===== src/rtl/core/mslay_pkg.sv =====
// Shared types, constants and helper functions of the mip slice layout engine.
// No dependencies; every other file of the block but the checker mslay_chk imports it.
`default_nettype none
package mslay_pkg;

	localparam int unsigned MAX_LEVELS_DEF = 16;
	localparam int unsigned DW = 32;
	localparam int unsigned PADDR_W = 4;

	localparam logic [1:0] REG_UIF_PAGE  = 2'd0;
	localparam logic [1:0] REG_BLOCK_ROW = 2'd1;
	localparam logic [1:0] REG_PAGE_CACHE = 2'd2;

	localparam logic [16:0] UIF_PAGE_RST   = 17'd4096;
	localparam logic [13:0] BLOCK_ROW_RST  = 14'd1024;
	localparam logic [20:0] PAGE_CACHE_RST = 21'd32768;

	localparam logic [31:0] LEVEL0_ALIGN = 32'd4096;
	localparam logic [31:0] LAYER_ALIGN  = 32'd64;
	localparam logic [31:0] HALF_MUL     = 32'd3;

	localparam logic [2:0] TIL_RASTER   = 3'd0;
	localparam logic [2:0] TIL_LINEAR   = 3'd1;
	localparam logic [2:0] TIL_UBLINEAR1 = 3'd2;
	localparam logic [2:0] TIL_UBLINEAR2 = 3'd3;
	localparam logic [2:0] TIL_UIF      = 3'd4;
	localparam logic [2:0] TIL_UIF_XOR  = 3'd5;

	localparam logic [2:0] KIND_RASTER   = 3'd0;
	localparam logic [2:0] KIND_RASTER1D = 3'd1;
	localparam logic [2:0] KIND_RASTER3D = 3'd2;
	localparam logic [2:0] KIND_TILED    = 3'd3;
	localparam logic [2:0] KIND_TILED3D  = 3'd4;

	typedef struct packed {
		logic [16:0] uif_page;
		logic [13:0] block_row;
		logic [20:0] page_cache;
	} cfg_t;

	typedef struct packed {
		logic        start;
		logic [31:0] dividend;
		logic [31:0] divisor;
	} div_req_t;

	typedef struct packed {
		logic        done;
		logic [31:0] quot;
		logic [31:0] rem;
	} div_rsp_t;

	function automatic logic [31:0] al32(input logic [31:0] x, input logic [31:0] a);
		logic [31:0] m;
		m = a - 32'd1;
		return (x + m) & ~m;
	endfunction

	function automatic logic [31:0] mini32(input logic [31:0] x, input logic [3:0] s);
		logic [31:0] r;
		r = x >> s;
		return (r == 32'd0) ? 32'd1 : r;
	endfunction

	// smallest power of two not below x, for x below 2**15
	function automatic logic [16:0] pow2up(input logic [14:0] x);
		logic [16:0] p;
		p = 17'd32768;
		for (int k = 15; k >= 0; k--) begin
			if ((17'd1 << k) >= {2'b00, x})
				p = 17'd1 << k;
		end
		return p;
	endfunction

endpackage
`default_nettype wire


===== src/rtl/core/mslay_div.sv =====
// Radix-2 restoring divider, one quotient bit per cycle, 32-bit operands.
// Depends on mslay_pkg for the request and response structs.
`default_nettype none
module mslay_div
	import mslay_pkg::*;
(
	input  wire logic     clk,
	input  wire logic     arst_n,
	input  wire div_req_t req,
	output div_rsp_t      rsp
);

	logic        busy_q;
	logic [4:0]  cnt_q;
	logic [31:0] rem_q;
	logic [31:0] quo_q;
	logic [31:0] den_q;
	logic        done_q;
	logic [32:0] shifted;
	logic [32:0] diff;

	always_comb begin
		shifted = {rem_q, quo_q[31]};
		diff = shifted - {1'b0, den_q};
	end

	always_ff @(posedge clk or negedge arst_n) begin
		if (!arst_n) begin
			busy_q <= 1'b0;
			done_q <= 1'b0;
			cnt_q  <= 5'd0;
		end else begin
			done_q <= 1'b0;
			if (req.start) begin
				busy_q <= 1'b1;
				cnt_q  <= 5'd0;
			end else if (busy_q) begin
				cnt_q <= cnt_q + 5'd1;
				if (cnt_q == 5'd31) begin
					busy_q <= 1'b0;
					done_q <= 1'b1;
				end
			end
		end
	end

	always_ff @(posedge clk) begin
		if (req.start) begin
			rem_q <= 32'd0;
			quo_q <= req.dividend;
			den_q <= req.divisor;
		end else if (busy_q) begin
			if (!diff[32]) begin
				rem_q <= diff[31:0];
				quo_q <= {quo_q[30:0], 1'b1};
			end else begin
				rem_q <= shifted[31:0];
				quo_q <= {quo_q[30:0], 1'b0};
			end
		end
	end

	assign rsp.done = done_q;
	assign rsp.quot = quo_q;
	assign rsp.rem  = rem_q;

endmodule
`default_nettype wire


===== config.mk =====
export PLATFORM = sky130hd
export DESIGN_NAME = mslay_div
export DESIGN_NICKNAME = d
export VERILOG_FILES = /design/src/rtl/core/mslay_pkg.sv /design/src/rtl/core/mslay_div.sv
export SDC_FILE = /design/constraint.sdc
export NUM_CORES = 1
export LEC_CHECK = 0
export BUFFER_PORTS_ARGS = -buffer_cell sky130_fd_sc_hd__buf_2
export CORE_MARGIN = 2
export CORE_UTILIZATION = 35
export CTS_CLUSTER_DIAMETER = 40
export DETAILED_ROUTE_END_ITERATION = 10
export PLACE_DENSITY = 0.65
export SLEW_MARGIN = 10
export SYNTH_ARGS = -nofsm -noshare
export SYNTH_HDL_FRONTEND = slang
export SYNTH_SLANG_ARGS = --single-unit

===== constraint.sdc =====
create_clock -name clk -period 3.8 [get_ports clk]
set_input_delay 0.19 -clock clk [delete_from_list [all_inputs] [get_ports clk]]
set_output_delay 0.19 -clock clk [all_outputs]
set_load 0.02 [all_outputs]

==> summary by stage <==
STA
The final-report setup violation count is 0. The final-layout setup total negative slack is 0 ns. The tightest hold path in the finished design has a slack of 0.007041 ns. The time the final worst path needs with I/O delays and setup is 3.164 ns. Setup repair after global routing left no endpoint under its margin. The worst clock skew is 0.01893 ns. The final number of max-transition violations is 0.

The count of final hold-check violations is 0. In the finished design, the share of the clock period the worst path needs comes to 83.26%. Derived from the worst setup path, the maximum achievable clock frequency is 316.1 MHz. The transition time of the tightest slew-check pin is 0.7610 ns.

The worst max-slew margin expressed relative to the limit is 49.27%.

Finish
For this run, the post-layout net count is 847. The repair_antennas step left the layout with diodes totalling 0. Cells with a size suffix above 1 make up 26.53% of the layout.

The final instance area is 7425 um2. The layout has 1640 filler cells. The leading cell type in the layout, fill and taps excluded is sky130_fd_sc_hd__buf_2. The number of standard cells in the final layout excluding fillers is 970.

The area growth from synthesis to layout is 24.40%. In the layout the commonest cells are sky130_fd_sc_hd__buf_2 (130), sky130_fd_sc_hd__edfxtp_1 (64), sky130_fd_sc_hd__nand2_1 (63).

Power and ir drop
The power density over cell area is 642.2 nW/um2. The peak supply drop is 0.2948 mV. In this run the static leakage power is 3.292 nW.

Yosys
The compound-gate portion of the synthesized area is 17.61%. After synthesis the netlist holds a flip-flop and latch count of 103. The share of synthesized area spent on multiplexers is 6.352%. Counting every net in the synthesized netlist gives 700. Of the total synthesized cell area, the portion taken by full adders, half adders and majority gates is 7.463%. The number of enable-type register cells in the synthesized netlist is 64. In this run, distinct cell masters in the synthesized netlist total 63.

The area fraction in and, or, nand and nor cells after synthesis is 14.44%. Dividing the synthesized area by the synthesized cell count gives 9.980 um2. The largest family of logic cells by synthesized area is compound AO/OA/AOI/OAI gates.

In the synthesized netlist the async set-or-reset flop fraction comes to 6.796%. The gate count of the mapped netlist is 598. Summing every instance area after synthesis gives 5968 um2. The count of warnings emitted by yosys is 0. The most frequently used flop master after synthesis is sky130_fd_sc_hd__edfxtp_1. The share of the yosys chip area belonging to registers is 45.87%. The xor/xnor cell area share of the yosys netlist is 3.354%.

Setup path
The maximum fanout along the worst path is 13. STA classifies the critical path startpoint as a flip-flop. The required time of the critical path is 4.07 ns.

The cell with the largest stage delay on the worst path is sky130_fd_sc_hd__fa_1. For flop-to-flop paths, the worst setup slack is 0.64 ns. The most critical setup path has its endpoint at rem_q[28]. The number of cell instances on the worst register-to-register path is 12. In this design, the largest share of critical-path delay is due to compound AO/OA/AOI/OAI gates. Traced cell by cell, the critical path runs through inv_1 -> ha_1 -> fa_1 -> nand2b_1 -> a21o_1 -> a211o_1 -> a21oi_2 -> o31ai_4 -> xnor2_2 -> buf_4 -> nand2_1 -> a311oi_1. The worst setup path is captured at a flip-flop. The worst register-to-register path begins at quo_q[31]. The endpoint of the lowest-slack register-to-register path is rem_q[28].

The number of buffers and inverters on the critical path is 2. The critical path data arrival time is 3.43 ns. For this run, the slowest stage of the critical path takes 0.40 ns. The classification of the worst setup path is reg -> reg.

Counting buffers and inverters, the worst setup path is 12 cells deep. Tracing the worst setup path back leads to its startpoint at quo_q[31].

Hold path
The class of the tightest hold or removal check is in -> reg.

Route
In the routed layout, each cell is associated on average with a via count of 5.085. The total number of vias is 4932. The wire length after detailed routing is 14.56 mm. Before antenna repair, the detailed router went through 4 iterations. Dividing the detail-routed wire length by the instance count gives 15.01 um. The iteration-0 DRC count of the detailed router is 319. The count of nets left with antenna violations once routing finished came out at 0. The total DRC errors in the routed layout is 0.

Place
The number of port buffers is 131. The total half-perimeter wirelength after legalization and detailed placement is 10.63 mm. Once placement finished, the instance area stood at 6859 um2. The number of placed instances, taps included, is 929. The routability congestion estimate from global placement is 0.8531.

CTS
The maximum count of clock buffers along a single path is 2. The clock-pin transition on the worst setup and hold timing paths is 0.08 ns. The root buffer cell is sky130_fd_sc_hd__clkbuf_16. Clock tree synthesis inserted a total of 9 buffers. The total number of clock tree sinks is 103.

The H-tree depth reported by CTS is 3. The hold buffer count at CTS is 25. The post-CTS repair timing setup buffer count is 0.

TritonCTS built the clock tree. For the worst-skew pair, the clock arrives at the later sink with an insertion delay of 0.37 ns. The count of cells resized by post-cts repair is 0.

Status
The run finished with clean final reports.

Global routing
Summed over all layers, the global routing overflow is 0. The pin count of the biggest net entering global routing is 45. The aggregate global-route resource usage is 16.48%. The initial antenna violation count came to 0. The number of global-route vias before repair is 4924.

The first-pass GRT wire length is 24.14 mm.

Die
The placeable core region is 16640 um2. From left edge to right edge, the die measures 134.6 um. The area of the die is 18110 um2. The number of placement rows is 47.

132 I/O pins were placed. The height of the die is 134.6 um. The starting utilization of the core area is 35.86%.

Run
The count of maximum capacitance violations is 0.
[cell type report]
cell class	count	area, um2	share of cell area [%]
clock inverter	7	90.09	1.213
sequential	103	2739	36.89
timing repair buffer	164	980.9	13.21
inverter	45	168.9	2.275
tap	220	275.3	3.707
multi-input combinational	422	2945	39.67
clock buffer	9	225.2	3.033
[synth_stat cells (4+ instances only)]
cell type | number | area [um2]
sky130_fd_sc_hd__a211oi_1 | 6 | 45.04
sky130_fd_sc_hd__a21o_1 | 12 | 90.09
sky130_fd_sc_hd__a21oi_1 | 30 | 150.1
sky130_fd_sc_hd__a311oi_1 | 24 | 210.2
sky130_fd_sc_hd__a31oi_1 | 5 | 31.28
sky130_fd_sc_hd__and2_1 | 4 | 25.02
sky130_fd_sc_hd__and3_1 | 7 | 43.79
sky130_fd_sc_hd__buf_2 | 6 | 30.03
sky130_fd_sc_hd__clkbuf_1 | 19 | 71.32
sky130_fd_sc_hd__dfrtp_1 | 7 | 175.2
sky130_fd_sc_hd__dfxtp_1 | 32 | 640.6
sky130_fd_sc_hd__edfxtp_1 | 64 | 1922
sky130_fd_sc_hd__ha_1 | 34 | 425.4
sky130_fd_sc_hd__inv_1 | 45 | 168.9
sky130_fd_sc_hd__mux2_2 | 31 | 349.1
sky130_fd_sc_hd__nand2_1 | 63 | 236.5
sky130_fd_sc_hd__nand2b_1 | 12 | 75.07
sky130_fd_sc_hd__nand3_1 | 16 | 80.08
sky130_fd_sc_hd__nand4_1 | 7 | 43.79
sky130_fd_sc_hd__nor2_1 | 47 | 176.4
sky130_fd_sc_hd__nor3_1 | 5 | 25.02
sky130_fd_sc_hd__o211ai_1 | 5 | 37.54
sky130_fd_sc_hd__o21ai_0 | 27 | 135.1
sky130_fd_sc_hd__o22ai_1 | 4 | 25.02
sky130_fd_sc_hd__or3_1 | 7 | 43.79
sky130_fd_sc_hd__xnor2_1 | 10 | 87.58
sky130_fd_sc_hd__xor2_1 | 11 | 96.34
[state kept, by name, indices dropped and copies added, names as in the netlist]
name and count:
cnt_q 5, quo_q 32, den_q 32, rem_q 32, busy_q 1, done_q 1
[cells by family (layout without fill, tap and decap cells)]
group	Yosys count	count (layout)
buffers and inverters	73	225
adder cells (fa/ha/maj)	35	35
AO/OA/AOI/OAI	148	148
multiplexers	34	34
AND/OR/NAND/NOR	183	183
flip-flops	103	103
XOR/XNOR	22	22
[power by group]
group          switching, mW  internal, mW  total [mW]
registers              0.188          1.41        1.59
logic                   1.31         0.892        2.20
clock network          0.496         0.476       0.972
[worst min-delay path by stage]
stage	startpoint	to	slack, ns	cells after the start
final	req[11]	den_q[11]	0.007	1
after global routing	req[12]	den_q[12]	0.0002	1
after CTS	req[12]	den_q[12]	0.001	1
after detailed placement	arst_n	done_q	0.04	1
after global placement	arst_n	done_q	0.04	1
after floorplan	arst_n	busy_q	-0.11	0
[stage by stage]
step | total power [mW] | utilization [%] | worst slack, ns
finish | 4.768 | 44.61 | 0.6362
global route | 5.122 | 44.61 | 0.4335
CTS | 4.808 | 44.61 | 0.6120
detailed placement | 3.805 | 41.21 | 0.6529
global placement | 3.786 | 41.21 | 0.8155
floorplan | 3.186 | - | 0.9155
[layer usage]
| layer | track usage [%] | vias up | wire, um |
|---|---|---|---|
| met3 | 4.917 | 8 | 946 |
| li1 | - | 2493 | - |
| met2 | 27.13 | 129 | 6733 |
| met4 | 4.327 | 0 | 148 |
| met5 | 0 | - | 0 |
| met1 | 21.23 | 2302 | 6728 |
Note: power is estimated with default switching activity, not from simulation.
