===== src/rtl/core/mslay_pkg.sv =====
// Shared types, constants and helper functions of the mip slice layout engine.
// No dependencies; every other file of the block but the checker mslay_chk imports it.
`default_nettype none
package mslay_pkg;

	localparam int unsigned MAX_LEVELS_DEF = 16;
	localparam int unsigned DW = 32;
	localparam int unsigned PADDR_W = 4;

	localparam logic [1:0] REG_UIF_PAGE  = 2'd0;
	localparam logic [1:0] REG_BLOCK_ROW = 2'd1;
	localparam logic [1:0] REG_PAGE_CACHE = 2'd2;

	localparam logic [16:0] UIF_PAGE_RST   = 17'd4096;
	localparam logic [13:0] BLOCK_ROW_RST  = 14'd1024;
	localparam logic [20:0] PAGE_CACHE_RST = 21'd32768;

	localparam logic [31:0] LEVEL0_ALIGN = 32'd4096;
	localparam logic [31:0] LAYER_ALIGN  = 32'd64;
	localparam logic [31:0] HALF_MUL     = 32'd3;

	localparam logic [2:0] TIL_RASTER   = 3'd0;
	localparam logic [2:0] TIL_LINEAR   = 3'd1;
	localparam logic [2:0] TIL_UBLINEAR1 = 3'd2;
	localparam logic [2:0] TIL_UBLINEAR2 = 3'd3;
	localparam logic [2:0] TIL_UIF      = 3'd4;
	localparam logic [2:0] TIL_UIF_XOR  = 3'd5;

	localparam logic [2:0] KIND_RASTER   = 3'd0;
	localparam logic [2:0] KIND_RASTER1D = 3'd1;
	localparam logic [2:0] KIND_RASTER3D = 3'd2;
	localparam logic [2:0] KIND_TILED    = 3'd3;
	localparam logic [2:0] KIND_TILED3D  = 3'd4;

	typedef struct packed {
		logic [16:0] uif_page;
		logic [13:0] block_row;
		logic [20:0] page_cache;
	} cfg_t;

	typedef struct packed {
		logic        start;
		logic [31:0] dividend;
		logic [31:0] divisor;
	} div_req_t;

	typedef struct packed {
		logic        done;
		logic [31:0] quot;
		logic [31:0] rem;
	} div_rsp_t;

	function automatic logic [31:0] al32(input logic [31:0] x, input logic [31:0] a);
		logic [31:0] m;
		m = a - 32'd1;
		return (x + m) & ~m;
	endfunction

	function automatic logic [31:0] mini32(input logic [31:0] x, input logic [3:0] s);
		logic [31:0] r;
		r = x >> s;
		return (r == 32'd0) ? 32'd1 : r;
	endfunction

	// smallest power of two not below x, for x below 2**15
	function automatic logic [16:0] pow2up(input logic [14:0] x);
		logic [16:0] p;
		p = 17'd32768;
		for (int k = 15; k >= 0; k--) begin
			if ((17'd1 << k) >= {2'b00, x})
				p = 17'd1 << k;
		end
		return p;
	endfunction

endpackage
`default_nettype wire


===== src/rtl/core/mslay_regs.sv =====
// APB-style configuration registers of the layout engine.
// Depends on mslay_pkg for register indexes, reset values and cfg_t.
`default_nettype none
module mslay_regs
	import mslay_pkg::*;
(
	input  wire logic               clk,
	input  wire logic               arst_n,
	input  wire logic               psel,
	input  wire logic               penable,
	input  wire logic               pwrite,
	input  wire logic [PADDR_W-1:0] paddr,
	input  wire logic [31:0]        pwdata,
	output logic [31:0]             prdata,
	output logic                    pready,
	output cfg_t                    cfg
);

	cfg_t cfg_q;
	logic wr;

	assign pready = 1'b1;
	assign wr = psel && penable && pwrite;

	always_ff @(posedge clk or negedge arst_n) begin
		if (!arst_n) begin
			cfg_q.uif_page   <= UIF_PAGE_RST;
			cfg_q.block_row  <= BLOCK_ROW_RST;
			cfg_q.page_cache <= PAGE_CACHE_RST;
		end else if (wr) begin
			case (paddr[3:2])
				REG_UIF_PAGE:   cfg_q.uif_page   <= pwdata[16:0];
				REG_BLOCK_ROW:  cfg_q.block_row  <= pwdata[13:0];
				REG_PAGE_CACHE: cfg_q.page_cache <= pwdata[20:0];
				default: ;
			endcase
		end
	end

	always_comb begin
		case (paddr[3:2])
			REG_UIF_PAGE:   prdata = {15'd0, cfg_q.uif_page};
			REG_BLOCK_ROW:  prdata = {18'd0, cfg_q.block_row};
			REG_PAGE_CACHE: prdata = {11'd0, cfg_q.page_cache};
			default:        prdata = 32'd0;
		endcase
	end

	assign cfg = cfg_q;

endmodule
`default_nettype wire


===== config.mk =====
export PLATFORM = sky130hd
export DESIGN_NAME = mslay_regs
export DESIGN_NICKNAME = d
export VERILOG_FILES = /design/src/rtl/core/mslay_pkg.sv /design/src/rtl/core/mslay_regs.sv
export SDC_FILE = /design/constraint.sdc
export NUM_CORES = 1
export LEC_CHECK = 0
export ABC_AREA = 1
export BUFFER_PORTS_ARGS = -buffer_cell sky130_fd_sc_hd__buf_2
export CAP_MARGIN = 40
export CORE_MARGIN = 2
export CORE_UTILIZATION = 43
export CTS_BUF_LIST = sky130_fd_sc_hd__clkbuf_2 sky130_fd_sc_hd__clkbuf_4 sky130_fd_sc_hd__clkbuf_8
export DETAILED_ROUTE_END_ITERATION = 8
export PLACE_DENSITY_LB_ADDON = 0.2
export RECOVER_POWER = 100
export SETUP_SLACK_MARGIN = 0.4
export SLEW_MARGIN = 20
export SYNTH_ARGS = -nofsm -noshare
export SYNTH_HDL_FRONTEND = slang
export SYNTH_SLANG_ARGS = --single-unit

===== constraint.sdc =====
create_clock -name clk -period 1.05 [get_ports clk]
set_clock_uncertainty 0.2 [all_clocks]
set_input_delay 0.2625 -clock clk [delete_from_list [all_inputs] [get_ports clk]]
set_output_delay 0.2625 -clock clk [all_outputs]
set_load 0.1 [all_outputs]

==> results of run 1 <==
## per-stage QoR
step	setup TNS [ns]	instances	hold slack (ns)	setup slack, ns
floorplan	-15.13	334	-0.233	-0.572
global placement	-43.52	558	0.0751	-0.611
detailed placement	-48.31	558	0.0754	-0.657
## cell families after synthesis
| group | Yosys count | share of synthesized area [%] |
|---|---|---|
| buffers and inverters | 32 | 8.75 |
| other | 2 | 0.295 |
| DFF | 52 | 51.3 |
| and+or+nand+nor | 238 | 39.7 |
==> metrics.md, run 1 <==
| Metric | Value |
|---|---|
| Outcome | aborted with a tool error |
| Stopped at | clock tree synthesis (4_1_cts) |
| Tool error | [ERROR DPL-0038] Utilization greater than 100%, impossible to legalize |
| GPL Wtd Cong | 0.825 |
| Clock sink count | 52 |
| Cts bufs inserted | 5 |
| Starting Density | 43.8% |
| H-tree Lvls | 2 |
| Top FF cell, synth | dfrtp_1 |
| PortBufs | 100 |
| Die Y | 81.0 µm |
| # Post-CTS Setup Buffers | 27 |
| HPWL Detailed | 9030 µm |
| Synth cell types | 17 |
| Worst-case clock buffer depth | 2 |
| Row cnt | 28 |
| Mean Syn Cell Area | 7.86 µm² |
| Dpl cell area | 5450 µm² |
| Sequential share of the synthesized area | 51.3% |
| Synth async-reset ratio | 100% |
| # IOs | 126 |
| Seq cells post-synth | 52 |
| Yosys warns | 0 |
| Synth area leaders | dfrtp_1, nand2_1, buf_4, dfstp_2, nand3_1 |
| Syn Inst Count | 324 |
| Post_cts resized | 203 |
| Commonest cells post-synth | nand2_1, dfrtp_1, buf_4, nand3_1, nand2_2 |
| Clock Tree Root | clkbuf_8 |
| Synth Cell Area | 2550 µm² |
| Die X | 81.0 µm |
| Yosys top cell area share | 48.2% |
| Yosys top cell by area | dfrtp_1 |
| Top-count cell post-synth | nand2_1 |
| Number of synthesized flops with an enable pin | 0 |
==> inputs of run 2 (changes only) <==
- CORE_UTILIZATION: 43 -> 40
- CTS_BUF_LIST: sky130_fd_sc_hd__clkbuf_2 sky130_fd_sc_hd__clkbuf_4 sky130_fd_sc_hd__clkbuf_8 -> unset
- PLACE_DENSITY_LB_ADDON: 0.2 -> 0.15
- SETUP_SLACK_MARGIN: 0.4 -> unset
- clock period: 1.05 -> 1.4 ns (I/O delays scaled with it)
==> run 2 against run 1 <==
  * The flow now finishes, with violations (setup timing)
  * Area after synthesis stayed put
  * Synthesized cell count unchanged
==> metrics.md, run 2 <==
| Metric | Value |
|---|---|
| Fin util | 92.9% |
| Final worst setup slack | -0.423 ns |
| Global-route wire length before repair | 17,200 µm |
| Post-route DRC | 0 |
| Core Region | 6240 µm² |
| Synth Cell Area | 2550 µm² |
| Row cnt | 29 |
| Most frequent cells in the layout | nand2_1, buf_12, buf_6, dfrtp_4, buf_4 |
| Crit path arrival time | 1.27 ns |
| Yosys top cell area share | 48.2% |
| Number of routed nets with antenna violations | 0 |
| Yosys warns | 0 |
| Reg clk slew, reported paths | 0.09 ns |
| Seq cells post-synth | 52 |
| Drt via density | 5.31 |
| Initial DRC count | 182 |
| CP Buf/Inv Count | 1 |
| HPWL Detailed | 5930 µm |
| CTS tree | yes |
| Die footprint | 7020 µm² |
| Final setup fails | 79 |
| H-tree Lvls | 2 |
| Drt pass-1 iters | 5 |
| Worst-path fanout max | 2 |
| Top-count cell post-synth | nand2_1 |
| Critical path endpoint category | output port |
| Via count | 3,064 |
| Critical Path Source Type | register |
| Cts bufs inserted | 5 |
| # IOs | 126 |
| Tightest Hold Check Type | primary input to register |
| GRT Total Usage | 31.8% |
| Clock Tree Root | clkbuf_8 |
| Synth area leaders | dfrtp_1, nand2_1, buf_4, dfstp_2, nand3_1 |
| Violations in the final reports | setup timing |
| Peak Freq | 0.549 GHz |
| Number of synthesized flops with an enable pin | 0 |
| Antenna fix cells | 0 |
| Crit-path cells | nand2_4 -> nand3_4 -> buf_12 |
| Nets | 540 |
| Unrepaired setup endpoints after global routing | yes |
| Dpl cell area | 5080 µm² |
| CP required | 0.85 ns |
| Initial antenna violation count | 0 |
| Slew Viols, Final | 0 |
| Syn Inst Count | 324 |
| Worst VDD drop | 0.00138 V |
| Clock latency at the later pin of the worst-skew pair | 0.31 ns |
| Final min period | 1.82 ns |
| Commonest non-fill, non-tap cell in the layout | nand2_1 |
| Mean Syn Cell Area | 7.86 µm² |
| Commonest cells post-synth | nand2_1, dfrtp_1, buf_4, nand3_1, nand2_2 |
| Clock sink count | 52 |
| Top FF cell, synth | dfrtp_1 |
| PortBufs | 100 |
| Wire per inst | 20.6 µm |
| Tcrit/Tclk final | 130% |
| Crit Path Class | register to output port |
| Setup TNS | -19.08 ns |
| Outcome | complete, but fails checks |
| Die X | 83.8 µm |
| Grt total ovfl | 0 |
| Synth async-reset ratio | 100% |
| GPL Wtd Cong | 0.764 |
| Yosys top cell by area | dfrtp_1 |
| Synth cell types | 17 |
| Layout cells sized above 1 | 64.0% |
| Vias in the first global route | 3,340 |
| Starting Density | 40.8% |
| MaxCap Viol Count | 0 |
| Pwr per Cell Area | 1760 nW/µm² |
| Critical path's top delay family | flip-flops |
| Worst-case clock buffer depth | 2 |
| Largest net degree at the start of global routing | 53 |
| Hold Vio Cnt, Final | 0 |
| Final hold slack | 0.0598 ns |
| Pwr Total | 10.2 mW |
| Wirelength, routed | 11,900 µm |
| Fin area | 5800 µm² |
| Area Growth Syn to Fin | 128% |
| Lkg Pwr | 2.89 nW |
| Max reg flops | 52 |
| Sequential share of the synthesized area | 51.3% |
| CP max stage cell | dfstp_4 |
| Die Y | 83.8 µm |
| Crit path largest cell delay | 0.65 ns |
==> run 2: cell families (layout without fill, tap and decap cells) <==
group	after synthesis	after routing	synth area share, %
DFF	52	52	51.3
other	2	12	0.295
and+or+nand+nor	238	238	39.7
buffers and inverters	32	198	8.75
==> run 2: layout make-up <==
| class | count | area (µm²) |
|---|---|---|
| repair buffers | 181 | 2510 |
| multi-input cells | 250 | 1530 |
| flip-flops and latches | 52 | 1480 |
| fillers | 211 | 442 |
| well taps | 77 | 96.3 |
| inverters | 9 | 81.3 |
| clock buffers | 6 | 72.6 |
| clock inverters | 2 | 35.0 |
==> run 2: where the power goes <==
group	internal (mW)	switching (mW)
Combinational	2.51	4.21
Sequential	2.00	0.421
Clock	0.532	0.512
==> run 2: worst min-delay path, stage by stage <==
cell and delay [ns]:
buf_2 0.08, nand2_1 0.05, nand2_1 0.06
==> run 2: layer usage <==
metal | up-vias | global-route usage, % | share of wire [%]
met1 | 1530 | 36.8 | 34
met5 | - | 0 | 0
met4 | 0 | 14.5 | 4.0
li1 | 1297 | - | -
met3 | 44 | 6.13 | 6.5
met2 | 193 | 56.7 | 55
==> run 2: final timing paths <==
path                                      from  depth (start not counted)                  end  slack [ns]
setup / recovery           cfg[31]$_DFFE_PN1P_                          3           prdata[10]       -0.42
min in group asynchronous               arst_n                          3  cfg[46]$_DFFE_PN0P_        0.47
setup reg to reg            cfg[6]$_DFFE_PN0P_                          5   cfg[6]$_DFFE_PN0P_        0.09
hold / removal                      pwdata[20]                          3  cfg[20]$_DFFE_PN0P_        0.06
max in group asynchronous               arst_n                          3  cfg[38]$_DFFE_PN0P_        0.13
hold reg to reg            cfg[45]$_DFFE_PN0P_                          2  cfg[45]$_DFFE_PN0P_        0.37
==> run 2: per-stage QoR <==
| stage | instances | worst slack [ns] |
|---|---|---|
| after floorplan | 334 | -0.309 |
| after global placement | 532 | -0.430 |
| after detailed placement | 532 | -0.462 |
| after CTS | 562 | -0.409 |
| after global routing | 577 | -0.439 |
| final | 577 | -0.423 |
==> run 2: repair_timing <==
action	4_1_cts	5_1_grt
pin swaps	5	5
setup endpoints to repair	73	73
endpoints found under the hold margin	49	0
gates resized for setup	59	24
buffers inserted	19	17
hold buffers	1	0
gates cloned	2	1
No activity file was read; power rests on OpenSTA's default activity.
==> inputs of run 3 (changes only) <==
- GPL_TIMING_DRIVEN: unset -> 0
==> run 3 against run 2 <==
  * The flow still finishes with violations (setup timing)
  * Routed wire length shrank 2.1%
  * Setup slack worse by 0.0069 ns
  * Sequential power grew 7%
  * Via count shrank 5.2%
  * Hold slack got worse by 0.0089 ns
  * Combinational power down 8.8%
  * Sequential share of layout area grew 0.39 points
  * Sequential cell count stayed put
  * Core utilization down 1.4 points
  * Cell area is 1.5% lower
  * Register-to-register slack improved by 0.09 ns
  * Critical path type unchanged
==> metrics.md, run 3 (same netlist as run 2, synthesis figures left out) <==
| Metric | Value |
|---|---|
| Drt via density | 5.15 |
| Tcrit/Tclk final | 131% |
| Seq pwr share | 26.6% |
| Worst VDD drop | 0.00137 V |
| Drt pass-1 iters | 4 |
| Tightest Hold Check Type | primary input to register |
| Antenna fix cells | 0 |
| Die X | 83.8 µm |
| GRT Total Usage | 29.2% |
| Fin util | 91.5% |
| Gate power share | 62.8% |
| Clk pwr share | 10.6% |
| Commonest non-fill, non-tap cell in the layout | nand2_1 |
| Initial antenna violation count | 0 |
| Number of routed nets with antenna violations | 0 |
| Core Region | 6240 µm² |
| Clock sink count | 52 |
| R2r setup slk | 0.18 ns |
| Initial DRC count | 153 |
| Met3 WL | 691 µm |
| Switch Pwr | 5.07 mW |
| Fin area | 5710 µm² |
| Slew Viols, Final | 0 |
| H-tree Lvls | 2 |
| Die Y | 83.8 µm |
| Grt total ovfl | 0 |
| PortBufs | 100 |
| Pwr per Cell Area | 1710 nW/µm² |
| Clock latency at the later pin of the worst-skew pair | 0.30 ns |
| Most frequent cells in the layout | nand2_1, buf_12, dfrtp_4, nand2_4, buf_4 |
| Post-route DRC | 0 |
| Crit path arrival time | 1.28 ns |
| CP Buf/Inv Count | 1 |
| Critical path endpoint category | output port |
| Final min period | 1.83 ns |
| Worst-case clock buffer depth | 2 |
| Metal2 WL | 6540 µm |
| MaxCap Viol Count | 0 |
| Reg clk slew, reported paths | 0.09 ns |
| Vias in the first global route | 3,022 |
| CP required | 0.85 ns |
| Peak Freq | 0.546 GHz |
| Row cnt | 29 |
| Wirelength, routed | 11,700 µm |
| Largest net degree at the start of global routing | 53 |
| # IOs | 126 |
| Crit-path cells | nand2_4 -> nand3_4 -> buf_12 |
| GPL Wtd Cong | 0.740 |
| Worst-path fanout max | 3 |
| Max reg flops | 52 |
| Layout cells sized above 1 | 64.5% |
| Slew HR | 53.9% |
| CP max stage cell | dfstp_4 |
| Final worst setup slack | -0.430 ns |
| Nets | 528 |
| Via count | 2,905 |
| Unrepaired setup endpoints after global routing | yes |
| Starting Density | 40.8% |
| Final setup fails | 107 |
| Wire per inst | 20.7 µm |
| Max Used Layer | met4 |
| Critical path's top delay family | flip-flops |
| Worst-Margin Slew | 0.692 ns |
| Cts bufs inserted | 5 |
| Crit path largest cell delay | 0.65 ns |
| Global-route wire length before repair | 15,900 µm |
| Pint | 4.69 mW |
| Crit Path Class | register to output port |
| CTS tree | yes |
| HPWL Detailed | 5100 µm |
| Violations in the final reports | setup timing |
| Pre-CTS setup slack | -0.887 ns |
| Area Growth Syn to Fin | 124% |
| Hold Vio Cnt, Final | 0 |
| Outcome | complete, but fails checks |
| Dpl cell area | 3790 µm² |
| Die footprint | 7020 µm² |
| Clock Tree Root | clkbuf_8 |
| Wire length on met1 | 4190 µm |
| Critical Path Source Type | register |
| Switching share of power | 52.0% |
| Lkg Pwr | 2.95 nW |
run 3: cell count changes in the layout (fill, tap and decap cells not counted), sizes merged:
| cell | previous run | this run |
|---|---|---|
| buf | 178 | 164 |
| clkbuf | 8 | 9 |
| clkinv | 1 | 0 |
| nor2 | 9 | 10 |
run 3: cell type report:
class | instances | area (µm²)
Multi-Input combinational cell | 251 | 1640
Buffer | 21 | 185
Inverter | 9 | 71.3
Tap cell | 77 | 96.3
Fill cell | 215 | 529
Timing Repair Buffer | 147 | 2140
Sequential cell | 52 | 1480
Clock inverter | 1 | 30.0
Clock buffer | 6 | 72.6
run 3: worst paths after layout:
kind,startpoint,endpoint,depth (start not counted)
setup / recovery,cfg[31]$_DFFE_PN1P_,prdata[10],3
hold / removal,pwdata[18],cfg[18]$_DFFE_PN0P_,3
setup reg to reg,cfg[49]$_DFFE_PN0P_,cfg[49]$_DFFE_PN0P_,4
hold reg to reg,cfg[45]$_DFFE_PN0P_,cfg[45]$_DFFE_PN0P_,2
max in group asynchronous,arst_n,cfg[27]$_DFFE_PN0P_,2
min in group asynchronous,arst_n,cfg[8]$_DFFE_PN0P_,2
run 3: metrics by stage:
stage	hold WS [ns]	total power, mW	TNS [ns]	std cells
finish	0.0509	9.76	-19.84	564
global route	0.0568	9.98	-25.21	564
CTS	0.0400	9.35	-15.10	547
detailed placement	0.231	6.60	-23.52	511
global placement	0.275	6.55	-40.79	511
floorplan	-0.146	6.00	-5.22	334
run 3: routing by layer:
layer / track usage, % / vias to the layer above
li1: - / 1276
met4: 10.3 / 0
met5: 0 / -
met3: 6.03 / 23
met1: 34.4 / 1452
met2: 52.7 / 154
run 3: worst min-delay path, stage by stage:
cell and delay (ns):
buf_2 0.08, nand2_1 0.04, nand2_1 0.06
run 3: power groups by stage:
| stage | sequential (mW) | clock, mW | combinational [mW] |
|---|---|---|---|
| 3_5_place_dp | 2.34 | 0 | 4.27 |
| 2_1_floorplan | 4.61 | 0 | 1.39 |
| 5_1_grt | 2.62 | 1.08 | 6.27 |
| 4_1_cts | 2.56 | 1.03 | 5.76 |
| 3_3_place_gp | 2.32 | 0 | 4.23 |
| 6_report | 2.60 | 1.03 | 6.13 |
run 3: repair_timing:
item / 4_1_cts / 5_1_grt
endpoints found under the setup margin: 74 / 125
setup buffers: 24 / 23
hold endpoints to repair: 49 / 0
hold buffers: 1 / 0
pin swaps: 16 / 10
cloned: 4 / 0
gates resized for setup: 355 / 39
==> inputs of run 4 (changes only) <==
--- a/config.mk
+++ b/config.mk
@@ -20 +20,2 @@
 export SYNTH_SLANG_ARGS = --single-unit
+export TNS_END_PERCENT = 5
==> constraint.sdc (replaced) <==
create_clock -name clk -period 1.4 [get_ports clk]
set_clock_uncertainty 0.2 [all_clocks]
set_input_delay 0.21 -clock clk [delete_from_list [all_inputs] [get_ports clk]]
set_output_delay 0.21 -clock clk [all_outputs]
set_load 0.1 [all_outputs]
==> run 4 against run 3 <==
  * Largest power group unchanged
  * Global-route usage down 5.2 points
  * Hold slack improved by 0.073 ns
  * The run still ends with setup timing left
  * Power decreased by 16%
  * Critical path type unchanged
  * Cell area shrank 17%
  * Critical endpoint is now prdata[12]
==> metrics.md, run 4 (same netlist as run 2, synthesis figures left out) <==
| Metric | Value |
|---|---|
| Nets | 517 |
| Most frequent cells in the layout | nand2_1, buf_6, dfrtp_2, buf_12, dlygate4sd3_1 |
| Layout cells sized above 1 | 51.2% |
| Tightest Hold Check Type | primary input to register |
| Unrepaired setup endpoints after global routing | yes |
| Number of routed nets with antenna violations | 0 |
| Dpl cell area | 3500 µm² |
| Die X | 83.8 µm |
| Max Used Layer | met4 |
| Worst-case clock buffer depth | 2 |
| Crit path largest cell delay | 0.65 ns |
| Wirelength, routed | 8280 µm |
| Pwr Total | 8.16 mW |
| Clock latency at the later pin of the worst-skew pair | 0.30 ns |
| Die Y | 83.8 µm |
| Cts bufs inserted | 5 |
| CP Buf/Inv Count | 1 |
| Antenna fix cells | 0 |
| GRT Total Usage | 24.0% |
| Final setup fails | 29 |
| GPL Wtd Cong | 0.778 |
| Worst-Margin Slew | 0.713 ns |
| Wire per inst | 14.9 µm |
| CTS tree | yes |
| Max reg flops | 52 |
| Initial DRC count | 147 |
| Filler cells | 445 |
| H-tree Lvls | 2 |
| Die footprint | 7020 µm² |
| Global-route wire length before repair | 13,200 µm |
| Final hold slack | 0.124 ns |
| Slew Viols, Final | 0 |
| PortBufs | 100 |
| Grt total ovfl | 0 |
| Vias in the first global route | 2,634 |
| Starting Density | 40.8% |
| Clock sink count | 52 |
| Core Region | 6240 µm² |
| Tcrit/Tclk final | 119% |
| Fin area | 4710 µm² |
| Outcome | complete, but fails checks |
| Pwr per Cell Area | 1730 nW/µm² |
| Final min period | 1.67 ns |
| Critical path's top delay family | flip-flops |
| Crit path arrival time | 1.26 ns |
| # IOs | 126 |
| Crit-path cells | nand2_2 -> nand3_4 -> buf_12 |
| Wire length on met1 | 3320 µm |
| Final worst setup slack | -0.266 ns |
| Worst-path fanout max | 3 |
| Drt pass-1 iters | 4 |
| Setup TNS | -3.67 ns |
| HPWL Detailed | 4970 µm |
| MaxCap Viol Count | 0 |
| Commonest non-fill, non-tap cell in the layout | nand2_1 |
| Clock Tree Root | clkbuf_8 |
| Post-route DRC | 0 |
| Hold Vio Cnt, Final | 0 |
| Worst VDD drop | 0.00125 V |
| Crit Path Class | register to output port |
| Peak Freq | 0.600 GHz |
| Violations in the final reports | setup timing |
| Drt via density | 4.66 |
| Metal2 WL | 4310 µm |
| Area Growth Syn to Fin | 85.2% |
| Initial antenna violation count | 0 |
| CP required | 0.99 ns |
| Largest net degree at the start of global routing | 53 |
| Via count | 2,584 |
| Reg clk slew, reported paths | 0.08 ns |
| Row cnt | 29 |
| Met3 WL | 498 µm |
| Critical path endpoint category | output port |
| CP max stage cell | dfstp_4 |
| Critical Path Source Type | register |
| Lkg Pwr | 2.40 nW |
| Slew HR | 52.5% |
[run 4: cell count changes in the layout (fill, tap and decap cells not counted), sizes merged]
| cell | before | now |
|---|---|---|
| buf | 164 | 125 |
| dlygate4sd3 | 1 | 22 |
| clkbuf | 9 | 16 |
| bufbuf | 0 | 2 |
| bufinv | 1 | 0 |
| clkinv | 0 | 1 |
| nor2 | 10 | 9 |
[run 4: what timing repair did]
action,CTS,global route
setup endpoints to repair,73,69
endpoints found under the hold margin,101,0
cloned,2,0
hold buffers,22,0
gates resized for setup,171,49
setup buffers,11,0
pin swaps,5,2
[run 4: final cells by class]
type / instances / area, µm² / share of cell area (%)
timing repair buffer: 135 / 1560 / 33.0
tap: 77 / 96.3 / 2.04
inverter: 9 / 46.3 / 0.982
clock buffer: 7 / 76.3 / 1.62
buffer: 23 / 216 / 4.59
clock inverter: 1 / 8.76 / 0.186
sequential: 52 / 1390 / 29.4
multi-input combinational: 250 / 1330 / 28.1
[run 4: layer usage]
| metal | up-vias | GRT usage (%) |
|---|---|---|
| met2 | 91 | 42.9 |
| met1 | 1220 | 29.2 |
| met3 | 14 | 4.95 |
| met5 | - | 0 |
| li1 | 1259 | - |
| met4 | 0 | 6.89 |
[run 4: worst paths after layout]
path,from,to,cells after the start,slack (ns)
worst min register to register,cfg[40]$_DFFE_PN0P_,cfg[40]$_DFFE_PN0P_,2,0.32
max in group asynchronous,arst_n,cfg[20]$_DFFE_PN0P_,2,0.13
worst min-delay path,penable,cfg[47]$_DFFE_PN1P_,5,0.12
worst max-delay path,cfg[47]$_DFFE_PN1P_,prdata[12],3,-0.27
worst max register to register,cfg[47]$_DFFE_PN1P_,cfg[47]$_DFFE_PN1P_,2,0.37
min in group asynchronous,arst_n,cfg[0]$_DFFE_PN0P_,2,0.32
[run 4: per-stage QoR]
stage	utilization, %	cells	worst slack (ns)
6_report	75.5	554	-0.266
5_1_grt	75.5	554	-0.295
4_1_cts	73.2	554	-0.255
3_5_place_dp	56.2	511	-0.704
3_3_place_gp	56.1	511	-0.696
2_1_floorplan	-	334	-0.169
[run 4: worst min-delay path, delay by kind of cell]
| kind | cells | cell delay (ns) |
|---|---|---|
| and+or+nand+nor | 4 | 0.30 |
| buffers and inverters | 1 | 0.11 |
[run 4: power breakdown]
group	switching [mW]	leakage (nW)	total, mW	internal [mW]
logic	3.74	1.76	5.08	1.34
clock network	0.480	0.0424	0.838	0.358
registers	0.348	0.593	2.25	1.90
total	4.56	2.40	8.16	3.60
